`src/rtl/life_cellular_automaton_step_unit_macros.svh`:
```
// ----------------------------------------------------------------------------
// Life step unit assertion macros
// Shared concurrent assertion forms, clocked on the rising edge and disabled
// during reset.
// ----------------------------------------------------------------------------
`ifndef LIFE_CELLULAR_AUTOMATON_STEP_UNIT_MACROS_SVH
`define LIFE_CELLULAR_AUTOMATON_STEP_UNIT_MACROS_SVH

// Antecedent implies consequent in the same cycle.
`define LCAS_ASSERT_IMP(lbl, clk, rst_n, ante, cons, msg) \
    lbl: assert property (@(posedge clk) disable iff (!rst_n) (ante) |-> (cons)) \
        else $error(msg);

// Antecedent implies consequent in the next cycle.
`define LCAS_ASSERT_NXT(lbl, clk, rst_n, ante, cons, msg) \
    lbl: assert property (@(posedge clk) disable iff (!rst_n) (ante) |=> (cons)) \
        else $error(msg);

`endif

```
`src/rtl/lcas_pkg.sv`:
```
// ----------------------------------------------------------------------------
// Life step unit package
// Types, constants and helpers shared by the life step unit modules.
// ----------------------------------------------------------------------------
package lcas_pkg;

    localparam int MAX_WIDTH  = 256;
    localparam int MAX_HEIGHT = 256;

    localparam int DIM_W  = 9;
    localparam int COL_W  = $clog2(MAX_WIDTH);
    localparam int ROW_W  = $clog2(MAX_HEIGHT);
    localparam int POS_W  = 8;

    localparam logic [DIM_W-1:0] MIN_DIM        = DIM_W'(3);
    localparam logic [DIM_W-1:0] RST_WIDTH      = DIM_W'(240);
    localparam logic [DIM_W-1:0] RST_HEIGHT     = DIM_W'(160);
    localparam logic [DIM_W-1:0] MAX_WIDTH_DIM  = DIM_W'(MAX_WIDTH);
    localparam logic [DIM_W-1:0] MAX_HEIGHT_DIM = DIM_W'(MAX_HEIGHT);

    localparam logic CFG_FRAME_WIDTH  = 1'b0;
    localparam logic CFG_FRAME_HEIGHT = 1'b1;

    localparam int FIFO_DEPTH = 4;
    localparam int FIFO_PTR_W = $clog2(FIFO_DEPTH);
    localparam int FIFO_CNT_W = $clog2(FIFO_DEPTH + 1);

    typedef struct packed {
        logic             next_alive;
        logic             born;
        logic             died;
        logic [POS_W-1:0] cell_row;
        logic [POS_W-1:0] cell_col;
        logic             frame_last;
    } t_result;

    typedef struct packed {
        logic    valid;
        t_result data;
    } t_push;

    typedef struct packed {
        logic                  not_empty;
        logic [FIFO_CNT_W-1:0] count;
    } t_fifo_stat;

    function automatic logic [DIM_W-1:0] clamp_dim(input logic [DIM_W-1:0] v,
                                                   input logic [DIM_W-1:0] maxv);
        logic [DIM_W-1:0] res;
        if (v < MIN_DIM) begin
            res = MIN_DIM;
        end else if (v > maxv) begin
            res = maxv;
        end else begin
            res = v;
        end
        return res;
    endfunction

    function automatic logic [1:0] count3(input logic [2:0] col);
        return {1'b0, col[0]} + {1'b0, col[1]} + {1'b0, col[2]};
    endfunction

endpackage

```
`src/rtl/lcas_cell_if.sv`:
```
// ----------------------------------------------------------------------------
// Cell input channel
// Valid/ready channel that carries one current-generation cell per request.
// ----------------------------------------------------------------------------
interface lcas_cell_if;
    logic valid;
    logic ready;
    logic cell_alive;

    modport source (output valid, output cell_alive, input ready);
    modport sink   (input valid, input cell_alive, output ready);
endinterface

```
`src/rtl/lcas_result_if.sv`:
```
// ----------------------------------------------------------------------------
// Result output channel
// Valid/ready channel that carries the next state of one interior cell.
// ----------------------------------------------------------------------------
interface lcas_result_if;
    logic       valid;
    logic       ready;
    logic       next_alive;
    logic       born;
    logic       died;
    logic [7:0] cell_row;
    logic [7:0] cell_col;
    logic       frame_last;

    modport source (output valid, output next_alive, output born, output died,
                    output cell_row, output cell_col, output frame_last, input ready);
    modport sink   (input valid, input next_alive, input born, input died,
                    input cell_row, input cell_col, input frame_last, output ready);
endinterface

```
`src/rtl/lcas_front.sv`:
```
// ----------------------------------------------------------------------------
// Life step front end
// Accepts cells, tracks the raster position, masks the border, keeps the line
// store of the two rows above and the 3x3 window, and applies the B3/S23 rule.
// ----------------------------------------------------------------------------
`include "life_cellular_automaton_step_unit_macros.svh"

module lcas_front (
    input  logic                                 i_clk,
    input  logic                                 i_rst_n,
    lcas_cell_if.sink                            i_cell,
    input  logic                                 i_cfg_we,
    input  logic                                 i_cfg_index,
    input  logic [lcas_pkg::DIM_W-1:0]           i_cfg_data,
    input  lcas_pkg::t_fifo_stat                 i_fifo_stat,
    output lcas_pkg::t_push                      o_push
);

    logic [lcas_pkg::DIM_W-1:0] r_width,  n_width;
    logic [lcas_pkg::DIM_W-1:0] r_height, n_height;
    logic [lcas_pkg::ROW_W-1:0] r_row,    n_row;
    logic [lcas_pkg::COL_W-1:0] r_col,    n_col;
    logic                       r_s1_valid, n_s1_valid;

    // Stage 1 payload
    logic                       r_s1_cell;
    logic                       r_s1_emit;
    logic                       r_s1_last;
    logic [lcas_pkg::ROW_W-1:0] r_s1_row;
    logic [lcas_pkg::COL_W-1:0] r_s1_col;
    logic [1:0]                 r_rd_data;   // {row above, row two above}
    logic [5:0]                 r_win;       // {center column, left column}

    logic [1:0] r_line_mem [lcas_pkg::MAX_WIDTH];

    logic                       w_accept;
    logic [lcas_pkg::DIM_W-1:0] w_row_inc;
    logic [lcas_pkg::DIM_W-1:0] w_col_inc;
    logic                       w_border;
    logic                       w_col_wrap;
    logic                       w_row_wrap;
    logic [lcas_pkg::FIFO_CNT_W:0] w_inflight;

    logic [2:0] w_cur;
    logic [2:0] w_left;
    logic [2:0] w_center;
    logic       w_alive;
    logic [3:0] w_nbr;
    logic       w_next;

    // Leave room in the queue for the item in stage 1 and the new one.
    assign w_inflight = {1'b0, i_fifo_stat.count} + {{lcas_pkg::FIFO_CNT_W{1'b0}}, r_s1_valid};
    assign i_cell.ready = w_inflight < (lcas_pkg::FIFO_CNT_W+1)'(lcas_pkg::FIFO_DEPTH);
    assign w_accept = i_cell.valid & i_cell.ready;

    assign w_row_inc  = {{(lcas_pkg::DIM_W-lcas_pkg::ROW_W){1'b0}}, r_row} + lcas_pkg::DIM_W'(1);
    assign w_col_inc  = {{(lcas_pkg::DIM_W-lcas_pkg::COL_W){1'b0}}, r_col} + lcas_pkg::DIM_W'(1);
    assign w_col_wrap = w_col_inc >= r_width;
    assign w_row_wrap = w_row_inc >= r_height;
    assign w_border   = (r_row == '0) || w_row_wrap || (r_col == '0) || w_col_wrap;

    always_comb begin
        n_width    = r_width;
        n_height   = r_height;
        n_row      = r_row;
        n_col      = r_col;
        n_s1_valid = w_accept;
        if (i_cfg_we) begin
            unique case (i_cfg_index)
                lcas_pkg::CFG_FRAME_WIDTH: begin
                    n_width = lcas_pkg::clamp_dim(i_cfg_data, lcas_pkg::MAX_WIDTH_DIM);
                end
                lcas_pkg::CFG_FRAME_HEIGHT: begin
                    n_height = lcas_pkg::clamp_dim(i_cfg_data, lcas_pkg::MAX_HEIGHT_DIM);
                end
                default: begin
                end
            endcase
            // restart the frame
            n_row = '0;
            n_col = '0;
        end else if (w_accept) begin
            if (w_col_wrap) begin
                n_col = '0;
                n_row = w_row_wrap ? '0 : w_row_inc[lcas_pkg::ROW_W-1:0];
            end else begin
                n_col = w_col_inc[lcas_pkg::COL_W-1:0];
            end
        end
    end

    always_ff @(posedge i_clk) begin
        if (!i_rst_n) begin
            r_width    <= lcas_pkg::RST_WIDTH;
            r_height   <= lcas_pkg::RST_HEIGHT;
            r_row      <= '0;
            r_col      <= '0;
            r_s1_valid <= 1'b0;
            r_win      <= '0;
        end else begin
            r_width    <= n_width;
            r_height   <= n_height;
            r_row      <= n_row;
            r_col      <= n_col;
            r_s1_valid <= n_s1_valid;
            if (r_s1_valid) begin
                r_win <= {w_cur, w_center};
            end
        end
    end

    // Line store: read at the accepted column, written back in the cycle after.
    // Consecutive cells sit in different columns, so the two never collide.
    always_ff @(posedge i_clk) begin
        if (w_accept) begin
            r_rd_data <= r_line_mem[r_col];
            r_s1_cell <= i_cell.cell_alive & ~w_border;
            r_s1_emit <= (r_row >= lcas_pkg::ROW_W'(2)) && (r_col >= lcas_pkg::COL_W'(2));
            r_s1_last <= (w_row_inc == r_height) && (w_col_inc == r_width);
            r_s1_row  <= r_row;
            r_s1_col  <= r_col;
        end
        if (r_s1_valid) begin
            r_line_mem[r_s1_col] <= {r_s1_cell, r_rd_data[1]};
        end
    end

    // column bits: 0 top, 1 middle, 2 bottom
    assign w_cur    = {r_s1_cell, r_rd_data[1], r_rd_data[0]};
    assign w_left   = r_win[2:0];
    assign w_center = r_win[5:3];
    assign w_alive  = w_center[1];
    assign w_nbr    = {2'b00, lcas_pkg::count3(w_left)} + {2'b00, lcas_pkg::count3(w_cur)}
                    + {3'b000, w_center[0]} + {3'b000, w_center[2]};
    assign w_next   = (w_nbr == 4'd3) || (w_alive && (w_nbr == 4'd2));

    always_comb begin
        o_push.valid           = r_s1_valid & r_s1_emit;
        o_push.data.next_alive = w_next;
        o_push.data.born       = ~w_alive & (w_nbr == 4'd3);
        o_push.data.died       = w_alive & ~w_next;
        o_push.data.cell_row   = lcas_pkg::POS_W'(r_s1_row - lcas_pkg::ROW_W'(1));
        o_push.data.cell_col   = lcas_pkg::POS_W'(r_s1_col - lcas_pkg::COL_W'(1));
        o_push.data.frame_last = r_s1_last;
    end

    `LCAS_ASSERT_NXT(a_accept_fills_s1, i_clk, i_rst_n, w_accept, r_s1_valid, "accepted cell did not reach stage 1")
    `LCAS_ASSERT_IMP(a_push_interior, i_clk, i_rst_n, o_push.valid, (o_push.data.cell_row != '0) && (o_push.data.cell_col != '0), "result pushed for a border cell")
    `LCAS_ASSERT_IMP(a_col_in_frame, i_clk, i_rst_n, w_accept, w_col_inc <= r_width, "column counter outside the frame")

endmodule

```
`src/rtl/lcas_fifo.sv`:
```
// ----------------------------------------------------------------------------
// Life step result queue
// Short queue between the front end and the output stage.
// ----------------------------------------------------------------------------
`include "life_cellular_automaton_step_unit_macros.svh"

module lcas_fifo (
    input  logic                  i_clk,
    input  logic                  i_rst_n,
    input  lcas_pkg::t_push       i_push,
    input  logic                  i_pop,
    output lcas_pkg::t_result     o_head,
    output lcas_pkg::t_fifo_stat  o_stat
);

    lcas_pkg::t_result r_mem [lcas_pkg::FIFO_DEPTH];

    logic [lcas_pkg::FIFO_PTR_W-1:0] r_wr_ptr, n_wr_ptr;
    logic [lcas_pkg::FIFO_PTR_W-1:0] r_rd_ptr, n_rd_ptr;
    logic [lcas_pkg::FIFO_CNT_W-1:0] r_count,  n_count;

    always_comb begin
        n_wr_ptr = r_wr_ptr;
        n_rd_ptr = r_rd_ptr;
        n_count  = r_count;
        if (i_push.valid) begin
            n_wr_ptr = r_wr_ptr + lcas_pkg::FIFO_PTR_W'(1);
        end
        if (i_pop) begin
            n_rd_ptr = r_rd_ptr + lcas_pkg::FIFO_PTR_W'(1);
        end
        unique case ({i_push.valid, i_pop})
            2'b10:   n_count = r_count + lcas_pkg::FIFO_CNT_W'(1);
            2'b01:   n_count = r_count - lcas_pkg::FIFO_CNT_W'(1);
            default: n_count = r_count;
        endcase
    end

    always_ff @(posedge i_clk) begin
        if (!i_rst_n) begin
            r_wr_ptr <= '0;
            r_rd_ptr <= '0;
            r_count  <= '0;
        end else begin
            r_wr_ptr <= n_wr_ptr;
            r_rd_ptr <= n_rd_ptr;
            r_count  <= n_count;
        end
    end

    always_ff @(posedge i_clk) begin
        if (i_push.valid) begin
            r_mem[r_wr_ptr] <= i_push.data;
        end
    end

    assign o_head           = r_mem[r_rd_ptr];
    assign o_stat.count     = r_count;
    assign o_stat.not_empty = r_count != '0;

    `LCAS_ASSERT_IMP(a_no_overflow, i_clk, i_rst_n, r_count == lcas_pkg::FIFO_CNT_W'(lcas_pkg::FIFO_DEPTH), !i_push.valid, "push into a full queue")
    `LCAS_ASSERT_IMP(a_no_underflow, i_clk, i_rst_n, i_pop, r_count != '0, "pop from an empty queue")
    `LCAS_ASSERT_IMP(a_count_bound, i_clk, i_rst_n, 1'b1, r_count <= lcas_pkg::FIFO_CNT_W'(lcas_pkg::FIFO_DEPTH), "queue count out of range")

endmodule

```
`src/rtl/lcas_back.sv`:
```
// ----------------------------------------------------------------------------
// Life step output stage
// Drains the result queue into the output register.
// ----------------------------------------------------------------------------
`include "life_cellular_automaton_step_unit_macros.svh"

module lcas_back (
    input  logic                  i_clk,
    input  logic                  i_rst_n,
    input  lcas_pkg::t_result     i_head,
    input  lcas_pkg::t_fifo_stat  i_stat,
    output logic                  o_pop,
    lcas_result_if.source         o_result
);

    logic              r_valid, n_valid;
    lcas_pkg::t_result r_data;

    // advance when the register is empty or being taken this cycle
    assign o_pop = i_stat.not_empty & (~r_valid | o_result.ready);

    always_comb begin
        n_valid = r_valid;
        if (o_pop) begin
            n_valid = 1'b1;
        end else if (o_result.ready) begin
            n_valid = 1'b0;
        end
    end

    always_ff @(posedge i_clk) begin
        if (!i_rst_n) begin
            r_valid <= 1'b0;
        end else begin
            r_valid <= n_valid;
        end
    end

    always_ff @(posedge i_clk) begin
        if (o_pop) begin
            r_data <= i_head;
        end
    end

    assign o_result.valid      = r_valid;
    assign o_result.next_alive = r_data.next_alive;
    assign o_result.born       = r_data.born;
    assign o_result.died       = r_data.died;
    assign o_result.cell_row   = r_data.cell_row;
    assign o_result.cell_col   = r_data.cell_col;
    assign o_result.frame_last = r_data.frame_last;

    `LCAS_ASSERT_NXT(a_pop_loads, i_clk, i_rst_n, o_pop, r_valid, "popped result not presented")
    `LCAS_ASSERT_NXT(a_idle_stays_empty, i_clk, i_rst_n, !r_valid && !i_stat.not_empty, !r_valid, "result appeared from an empty queue")
    `LCAS_ASSERT_IMP(a_born_died_excl, i_clk, i_rst_n, r_valid, !(r_data.born && r_data.died), "cell both born and died")

endmodule

```
`src/rtl/life_cellular_automaton_step_unit.sv`:
```
// ----------------------------------------------------------------------------
// Life cellular automaton step unit
// One generation of the B3/S23 rule over a raster stream of cells.
// ----------------------------------------------------------------------------
// Cells enter in raster order, one per clock while the queue has room, and
// the block reports each interior cell's next state once the cell one row
// below and one column to the right has arrived. A result passes from the
// stage 1 register through the queue into the output register. The rate
// of one cell a clock is set by the line store, which is read once and
// written once per cell. A short queue decouples the rule pipeline from the
// output, so input keeps flowing while a result waits to be taken. The line
// store has no clear: the first two rows after reset fill it before anything
// is read that reaches a result. Writing either frame register restarts the
// frame at row zero, column zero; write them only while the block is idle.
// ----------------------------------------------------------------------------
module life_cellular_automaton_step_unit (
    input  logic                        i_clk,
    input  logic                        i_rst_n,
    lcas_cell_if.sink                   i_cell,
    lcas_result_if.source               o_result,
    input  logic                        i_cfg_we,
    input  logic                        i_cfg_index,
    input  logic [lcas_pkg::DIM_W-1:0]  i_cfg_data
);

    lcas_pkg::t_push      w_push;
    lcas_pkg::t_result    w_head;
    lcas_pkg::t_fifo_stat w_stat;
    logic                 w_pop;

    lcas_front u_front (
        .i_clk       (i_clk),
        .i_rst_n     (i_rst_n),
        .i_cell      (i_cell),
        .i_cfg_we    (i_cfg_we),
        .i_cfg_index (i_cfg_index),
        .i_cfg_data  (i_cfg_data),
        .i_fifo_stat (w_stat),
        .o_push      (w_push)
    );

    lcas_fifo u_fifo (
        .i_clk   (i_clk),
        .i_rst_n (i_rst_n),
        .i_push  (w_push),
        .i_pop   (w_pop),
        .o_head  (w_head),
        .o_stat  (w_stat)
    );

    lcas_back u_back (
        .i_clk    (i_clk),
        .i_rst_n  (i_rst_n),
        .i_head   (w_head),
        .i_stat   (w_stat),
        .o_pop    (w_pop),
        .o_result (o_result)
    );

endmodule

```
`src/flat_wrapper.sv`:
```
// flat-port wrapper written by rule: the top's interface ports become plain ports
module life_cellular_automaton_step_unit_flat 
  (i_clk, i_rst_n, i_cfg_we, i_cfg_index, i_cfg_data, i_cell_valid, i_cell_cell_alive, i_cell_ready, o_result_valid, o_result_next_alive, o_result_born, o_result_died, o_result_cell_row, o_result_cell_col, o_result_frame_last, o_result_ready);
  lcas_cell_if i_cell_i ();
  lcas_result_if o_result_i ();
  input  logic i_clk;
  input  logic i_rst_n;
  input  logic i_cfg_we;
  input  logic i_cfg_index;
  input  logic [lcas_pkg::DIM_W-1:0] i_cfg_data;
  input wire logic [$bits(i_cell_i.valid)-1:0] i_cell_valid;
  input wire logic [$bits(i_cell_i.cell_alive)-1:0] i_cell_cell_alive;
  output wire logic [$bits(i_cell_i.ready)-1:0] i_cell_ready;
  output wire logic [$bits(o_result_i.valid)-1:0] o_result_valid;
  output wire logic [$bits(o_result_i.next_alive)-1:0] o_result_next_alive;
  output wire logic [$bits(o_result_i.born)-1:0] o_result_born;
  output wire logic [$bits(o_result_i.died)-1:0] o_result_died;
  output wire logic [$bits(o_result_i.cell_row)-1:0] o_result_cell_row;
  output wire logic [$bits(o_result_i.cell_col)-1:0] o_result_cell_col;
  output wire logic [$bits(o_result_i.frame_last)-1:0] o_result_frame_last;
  input wire logic [$bits(o_result_i.ready)-1:0] o_result_ready;
  assign i_cell_i.valid = i_cell_valid;
  assign i_cell_i.cell_alive = i_cell_cell_alive;
  assign i_cell_ready = i_cell_i.ready;
  assign o_result_valid = o_result_i.valid;
  assign o_result_next_alive = o_result_i.next_alive;
  assign o_result_born = o_result_i.born;
  assign o_result_died = o_result_i.died;
  assign o_result_cell_row = o_result_i.cell_row;
  assign o_result_cell_col = o_result_i.cell_col;
  assign o_result_frame_last = o_result_i.frame_last;
  assign o_result_i.ready = o_result_ready;
  life_cellular_automaton_step_unit u_core (.i_clk(i_clk), .i_rst_n(i_rst_n), .i_cell(i_cell_i), .o_result(o_result_i), .i_cfg_we(i_cfg_we), .i_cfg_index(i_cfg_index), .i_cfg_data(i_cfg_data));
endmodule
```
`config.mk`:
```
export PLATFORM = sky130hd
export DESIGN_NAME = life_cellular_automaton_step_unit_flat
export DESIGN_NICKNAME = d
export VERILOG_FILES = /design/src/rtl/lcas_pkg.sv /design/src/rtl/lcas_cell_if.sv /design/src/rtl/lcas_result_if.sv /design/src/rtl/lcas_front.sv /design/src/rtl/lcas_fifo.sv /design/src/rtl/lcas_back.sv /design/src/rtl/life_cellular_automaton_step_unit.sv /design/src/flat_wrapper.sv
export VERILOG_INCLUDE_DIRS = /design/src /design/src/rtl
export SDC_FILE = /design/constraint.sdc
export NUM_CORES = 1
export LEC_CHECK = 0
export BUFFER_PORTS_ARGS = -buffer_cell sky130_fd_sc_hd__buf_2
export CAP_MARGIN = 20
export CORE_MARGIN = 2
export CORE_UTILIZATION = 40
export DETAILED_ROUTE_END_ITERATION = 16
export GPL_ROUTABILITY_DRIVEN = 0
export GPL_TIMING_DRIVEN = 0
export PLACE_DENSITY = 0.62
export SLEW_MARGIN = 10
export SYNTH_ARGS = -nofsm -noshare
export SYNTH_HDL_FRONTEND = slang
export SYNTH_SLANG_ARGS = --single-unit
```
`constraint.sdc`:
```
create_clock -name i_clk -period 9.6 [get_ports i_clk]
set_clock_uncertainty 0.1 [all_clocks]
set_input_delay 0.48 -clock i_clk [delete_from_list [all_inputs] [get_ports i_clk]]
set_output_delay 0.48 -clock i_clk [all_outputs]
set_load 0.02 [all_outputs]
```
==> flow_summary.toml, run 1 <==
[floorplan]
die_w_um = 272
start_util_pct = 40.3
design.core.area_mm2 = 0.0714
fp-row-count = 98
die_h_um = 272
fp.dieArea_mm2 = 0.0740
num_io_pins = 38

[hold_path]
hold_path_end = "u_core.u_front.r_s1_valid"
hold_path.class = "in -> reg"
hold_start = "i_cell_valid"
whs_path_depth = 2

[synth]
synthTopCellsByArea = "edfxtp_1, mux4_2, nor2_1, dfxtp_1, mux2i_1"
yosys_warnings = 0
syn_inst = 1807
syn_nets = 1866
async_reset_ff_share_pct = 0
ys.flop_type = "edfxtp_1"
yosys_register_bits = 682
yosysTopAreaCellShare_pct = 66.1
synth_edf_count = 633
synth.cells.most_frequent = "edfxtp_1, nor2_1, mux4_2, nand2_1, clkbuf_1"
ys_seq_area_share_pct = 69.6
syn_area_mm2 = 0.0287
synthMostInstantiatedCell = "edfxtp_1"
synthDistinctLibCells = 68
syn_area_per_cell_um2 = 15.9
synth_top_cell_by_area = "edfxtp_1"

[route]
postRouteWirelength_um = 77000
routed_via_density = 5.72
wl_per_cell_um = 26.1
drc = 0
drtPass1Iterations = 6
num_vias = 16800
ant_nets = 0
drtIter0Drc = 2105

[status]
outcome = "finished, final reports clean"

[cells_and_area]
fin_area_mm2 = 0.0328
area_growth_pct = 14.1
drive_gt1_share_pct = 16.5
num-nets-final = 2000
finalCoreUtilization_pct = 46.0

[grt]
grt_pass1_wl_um = 112000
gr-usage-all-layers_pct = 20.7
grt_pass1_vias = 17100
antenna_found_initial = 1
grt_max_degree = 32
overflow = 0

[timing]
worst_pin_slew_ns = 1.16
final.min_clock_period_ns = 5.23
hold_viol = 0
setup_tns_ns = 0
holdWs_ns = 0.0482
rsz0062_at_grt = "false"
fmax_ghz = 0.191
finalMaxSlewViolations = 0
relSlewSlack_pct = 22.9
finalSetupViolCount = 0
finalCritPeriodShare_pct = 54.5

[setup_path]
r2r_end = "u_core.u_front.r_col[5]"
crit_fanout = 10
reg2reg_slack_ns = 4.37
worstSetupEndpointType = "register"
arrival_ns = 5.62
crit_path_start_kind = "register"
reg2regPathDepth = 13
r2r_start = "u_core.u_front.r_col[3]"
path_class = "reg -> reg"
worstPathRequired_ns = 9.99

[clock_network]
clkTransAtPathRegs_ns = 0.06
clk_path_buf_depth = 3
htreeDepth = 3
clock-root-buffer = "clkbuf_16"
cts_tree = "yes"
postCtsHoldBufs = 0
clock_latency_ns = 0.62
postCtsResizedCells = 0
post_cts_buffers = 0
cts_sinks = 682
cts_inserted_buffers = 70

[power_and_ir_drop]
ir_worst_vdd_uv = 199
leakage_nw = 10.3
power.density_mw_per_mm2 = 216

[placement]
io_buffers = 37
dpl.hpwl_um = 52000
place_area_mm2 = 0.0306

[job]
drv_cap = 0
[cells in the final DEF (no fill, tap or decap), types with 13 or more instances in the layout]
master and count:
a211oi_1 16, o211ai_1 13, buf_8 13, o22ai_1 15
edfxtp_1 633, nand2_1 90, nor3_1 20, a21oi_1 36
mux4_1 14, inv_1 48, buf_2 59, clkinv_1 15
clkbuf_16 74, ha_1 38, xor2_1 14, nor2b_1 21
xnor2_1 14, nor2_1 281, a22oi_1 13, buf_6 16
mux4_2 111, o21ai_0 18, clkbuf_1 79, nand3_1 44
buf_16 13, dfxtp_1 49, mux2i_1 59
[through the flow]
stage / instances / worst slack, ns / total power [W]
3_5_place_dp: 2816 / 4.53 / 0.00457
5_1_grt: 2944 / 4.31 / 0.00732
3_3_place_gp: 2794 / 0.0926 / 0.00453
6_report: 2945 / 4.37 / 0.00709
2_1_floorplan: 1807 / 2.99 / 0.00420
4_1_cts: 2941 / 4.52 / 0.00713
[cell type report]
class | count | area, um2
tap | 950 | 1190
fill | 6192 | 38600
clock inverter | 32 | 216
buffer | 117 | 671
timing repair buffer | 62 | 719
sequential | 682 | 20000
multi-input combinational | 959 | 7900
inverter | 49 | 184
antenna | 1 | 2.50
clock buffer | 93 | 1920
[critical path, cell delays in order, from the launching register on]
cell	delay [ns]
dfxtp_1	0.35
buf_2	0.34
and2_1	0.19
clkbuf_1	0.83
clkbuf_1	0.88
nand4_1	0.33
xnor2_1	0.24
ha_1	0.32
nand4_1	0.13
o211ai_1	0.29
a21o_1	0.19
clkbuf_1	0.40
o21ai_0	0.17
a32o_1	0.32
[cell families (layout without fill, tap and decap cells)]
group | count (synthesis) | in the layout | share of synthesized area [%]
DFF | 682 | 682 | 69.6
and+or+nand+nor | 525 | 525 | 8.07
muxes | 188 | 188 | 12.2
AOI/OAI and AO/OA | 175 | 175 | 4.35
buffers and inverters | 166 | 353 | 2.97
adders and majority gates | 43 | 43 | 2.00
xor gates and xnor gates | 28 | 28 | 0.853
other | 0 | 1 | 0
[per-layer routing]
metal / GRT usage [%] / wire length (um)
met2: 33.5 / 36900
met4: 8.24 / 3210
met5: 0 / 0
met1: 26.8 / 30000
met3: 5.03 / 6840
[worst max-delay path by stage]
| stage | startpoint | end | cells after the start |
|---|---|---|---|
| after global routing | u_core.u_front.r_col[3] | u_core.u_front.r_col[5] | 13 |
| after detailed placement | u_core.u_front.r_col[3] | u_core.u_front.r_col[5] | 13 |
| after CTS | u_core.u_front.r_col[3] | u_core.u_front.r_row[5] | 14 |
| after global placement | u_core.u_front.r_s1_cell | u_core.u_fifo.r_mem[0][18] | 10 |
| after floorplan | u_core.u_front.r_s1_cell | u_core.u_fifo.r_mem[0][18] | 10 |
| final | u_core.u_front.r_col[3] | u_core.u_front.r_col[5] | 13 |
[flip-flops by register name (all words and copies together), names as in the netlist, 9 cells and up]
register / count
u_core.u_front.r_line_mem: 512
u_core.u_fifo.r_mem: 80
u_core.u_front.r_width: 9
u_core.u_front.r_height: 9
[power breakdown]
group | internal [W] | leakage [nW] | switching, W
logic | 0.000332 | 3.12 | 0.000629
registers | 0.00349 | 6.15 | 0.0000564
clock network | 0.00146 | 1.04 | 0.00112
Power figures use the tool's default switching activity.
==> inputs of run 2 (changes only) <==
clock period = 5.14 ns   (was 9.6 ns; I/O delays follow)
==> run 2 against run 1 <==
Compared with the run above:
- count of clock-buffer cells in the layout did not move
- flip-flop and latch count did not move
- cell count rose by 0.78%
- setup slack got worse by 4.0 ns
- non-clock buffer count rose by 23
- critical path depth rose by 1
- utilization rose by 0.39 points
- clock power rose by 91%
- combinational power rose by 89%
- maximum frequency rose by 9.4%
- final area rose by 0.84%
- critical path type unchanged
- largest cell class unchanged
- largest power group unchanged
==> flow_summary.toml, run 2 (synthesized netlist as in run 1, its figures left out) <==
[grt]
overflow = 0
grt_pass1_vias = 17300
grtUsageMet1_pct = 26.8
grt_pass1_wl_um = 113000
grtUsageMet3_pct = 4.53
gr-usage-all-layers_pct = 20.9
antenna_found_initial = 1
use_met2_pct = 34.7
grt_max_degree = 33
busiest_layer = "met2"

[timing]
worst_pin_slew_ns = 1.19
relSlewSlack_pct = 20.7
finalCritPeriodShare_pct = 93.0
final.min_clock_period_ns = 4.78
hold_viol = 0
fmax_ghz = 0.209
finalSetupViolCount = 0
holdWs_ns = 0.323
finalMaxSlewViolations = 0
rsz0062_at_grt = "false"

[route]
drtPass1Iterations = 7
drc = 0
num_vias = 17000
ant_nets = 0
drtIter0Drc = 1975
wl_per_cell_um = 26.1
routed_via_density = 5.74
postRouteWirelength_um = 77300

[cells_and_area]
reg.largest.list = "u_core.u_front.r_line_mem x512, u_core.u_fifo.r_mem x80"
largest_reg_flops = 512
num_antenna_cells = 0
mostFrequentLayoutCell = "edfxtp_1"
finalCoreUtilization_pct = 46.3
area_growth_pct = 15.1
layout_common_cells = "edfxtp_1, nor2_1, mux4_2"
num-nets-final = 2023
fin_area_mm2 = 0.0331
drive_gt1_share_pct = 16.7
regMostFlops = "u_core.u_front.r_line_mem"
layout.cells.non_filler = 2968

[setup_path]
worstSetupEndpointType = "register"
arrival_ns = 5.17
worstPathRequired_ns = 5.53
slowest_stage = "a21oi_1"
critPathMaxStageDelay_ns = 0.58
crit_path_start_kind = "register"
cp.depth = 14
cp_num_buf_inv = 4
critical_path.endpoint = "u_core.u_front.r_row[4]"
reg2reg_slack_ns = 0.36
cp_top_family = "buffers and inverters"
crit_start = "u_core.u_front.r_col[1]"
worstPathCellList = "buf_2 > buf_2 > buf_2 > buf_2 > nand3_1 > xnor2_1 > ha_1 > a21oi_1 > nor2b_1 > o21ai_0 > o211ai_1 > a21oi_1 > nor3_1 > a32o_1"
crit_fanout = 10
path_class = "reg -> reg"
r2r_start = "u_core.u_front.r_col[1]"
r2r_end = "u_core.u_front.r_row[4]"
crit_path_frequent_cell = "buf_2"
reg2regPathDepth = 14

[floorplan]
num_io_pins = 38
design.core.area_mm2 = 0.0714
fp-row-count = 98
start_util_pct = 40.3
die_h_um = 272
fp.dieArea_mm2 = 0.0740
die_w_um = 272

[clock_network]
cts_inserted_buffers = 70
clk_path_buf_depth = 3
htreeDepth = 3
clock_latency_ns = 0.61
cts_tree = "yes"
clock-root-buffer = "clkbuf_16"
cts_sinks = 682
clkTransAtPathRegs_ns = 0.06

[job]
drv_cap = 0

[placement]
io_buffers = 37
place_area_mm2 = 0.0306
dp.cells = 2817
dpl.hpwl_um = 51900

[hold_path]
hold_path.class = "reg -> reg"

[power_and_ir_drop]
ir_worst_vdd_uv = 359
leakage_nw = 10.4
finalPower_w = 0.0134
power.density_mw_per_mm2 = 404

[status]
outcome = "finished, final reports clean"
run 2: metal layers:
metal | vias up | share of wire [%]
met1 | 8692 | 39
met3 | 203 | 8.3
met2 | 858 | 49
met5 | - | 0
met4 | 0 | 4.4
li1 | 7276 | -
run 2: through the flow:
| stage | setup slack (ns) | TNS (ns) |
|---|---|---|
| floorplan | -1.25 | -14.48 |
| global placement | -4.04 | -1041.43 |
| finish | 0.358 | 0 |
| CTS | 0.183 | 0 |
| detailed placement | 0.206 | 0 |
| global route | 0.212 | 0 |
run 2: worst min path at each step:
stage,from,end,cells past startpoint
finish,u_core.u_front.r_row[4],u_core.u_front.r_s1_row[4],0
global placement,u_core.u_front.r_row[4],u_core.u_front.r_s1_row[4],0
floorplan,u_core.u_front.r_row[4],u_core.u_front.r_s1_row[4],0
CTS,u_core.u_front.r_row[4],u_core.u_front.r_s1_row[4],0
detailed placement,u_core.u_front.r_row[4],u_core.u_front.r_s1_row[4],0
global route,u_core.u_front.r_row[4],u_core.u_front.r_s1_row[4],0
run 2: final cells by class:
cell class / count / area, um2
Clock inverter: 33 / 265
Buffer: 117 / 672
Sequential cell: 682 / 20000
Clock buffer: 93 / 1930
Tap cell: 950 / 1190
Timing Repair Buffer: 85 / 926
Fill cell: 6164 / 38300
Multi-Input combinational cell: 959 / 7920
Inverter: 49 / 184
run 2: power breakdown:
group | total (W) | switching, W | internal, W
Sequential | 0.00662 | 0.0000978 | 0.00652
Clock | 0.00493 | 0.00208 | 0.00285
Combinational | 0.00181 | 0.00119 | 0.000624
Total | 0.0134 | 0.00337 | 0.00999
run 2: repair_timing:
item | 4_1_cts | 5_1_grt
endpoints found under the hold margin | 18 | 0
endpoints found under the setup margin | 0 | 6
resized for setup | 0 | 3
setup buffers | 0 | 0
hold buffers | 21 | 0
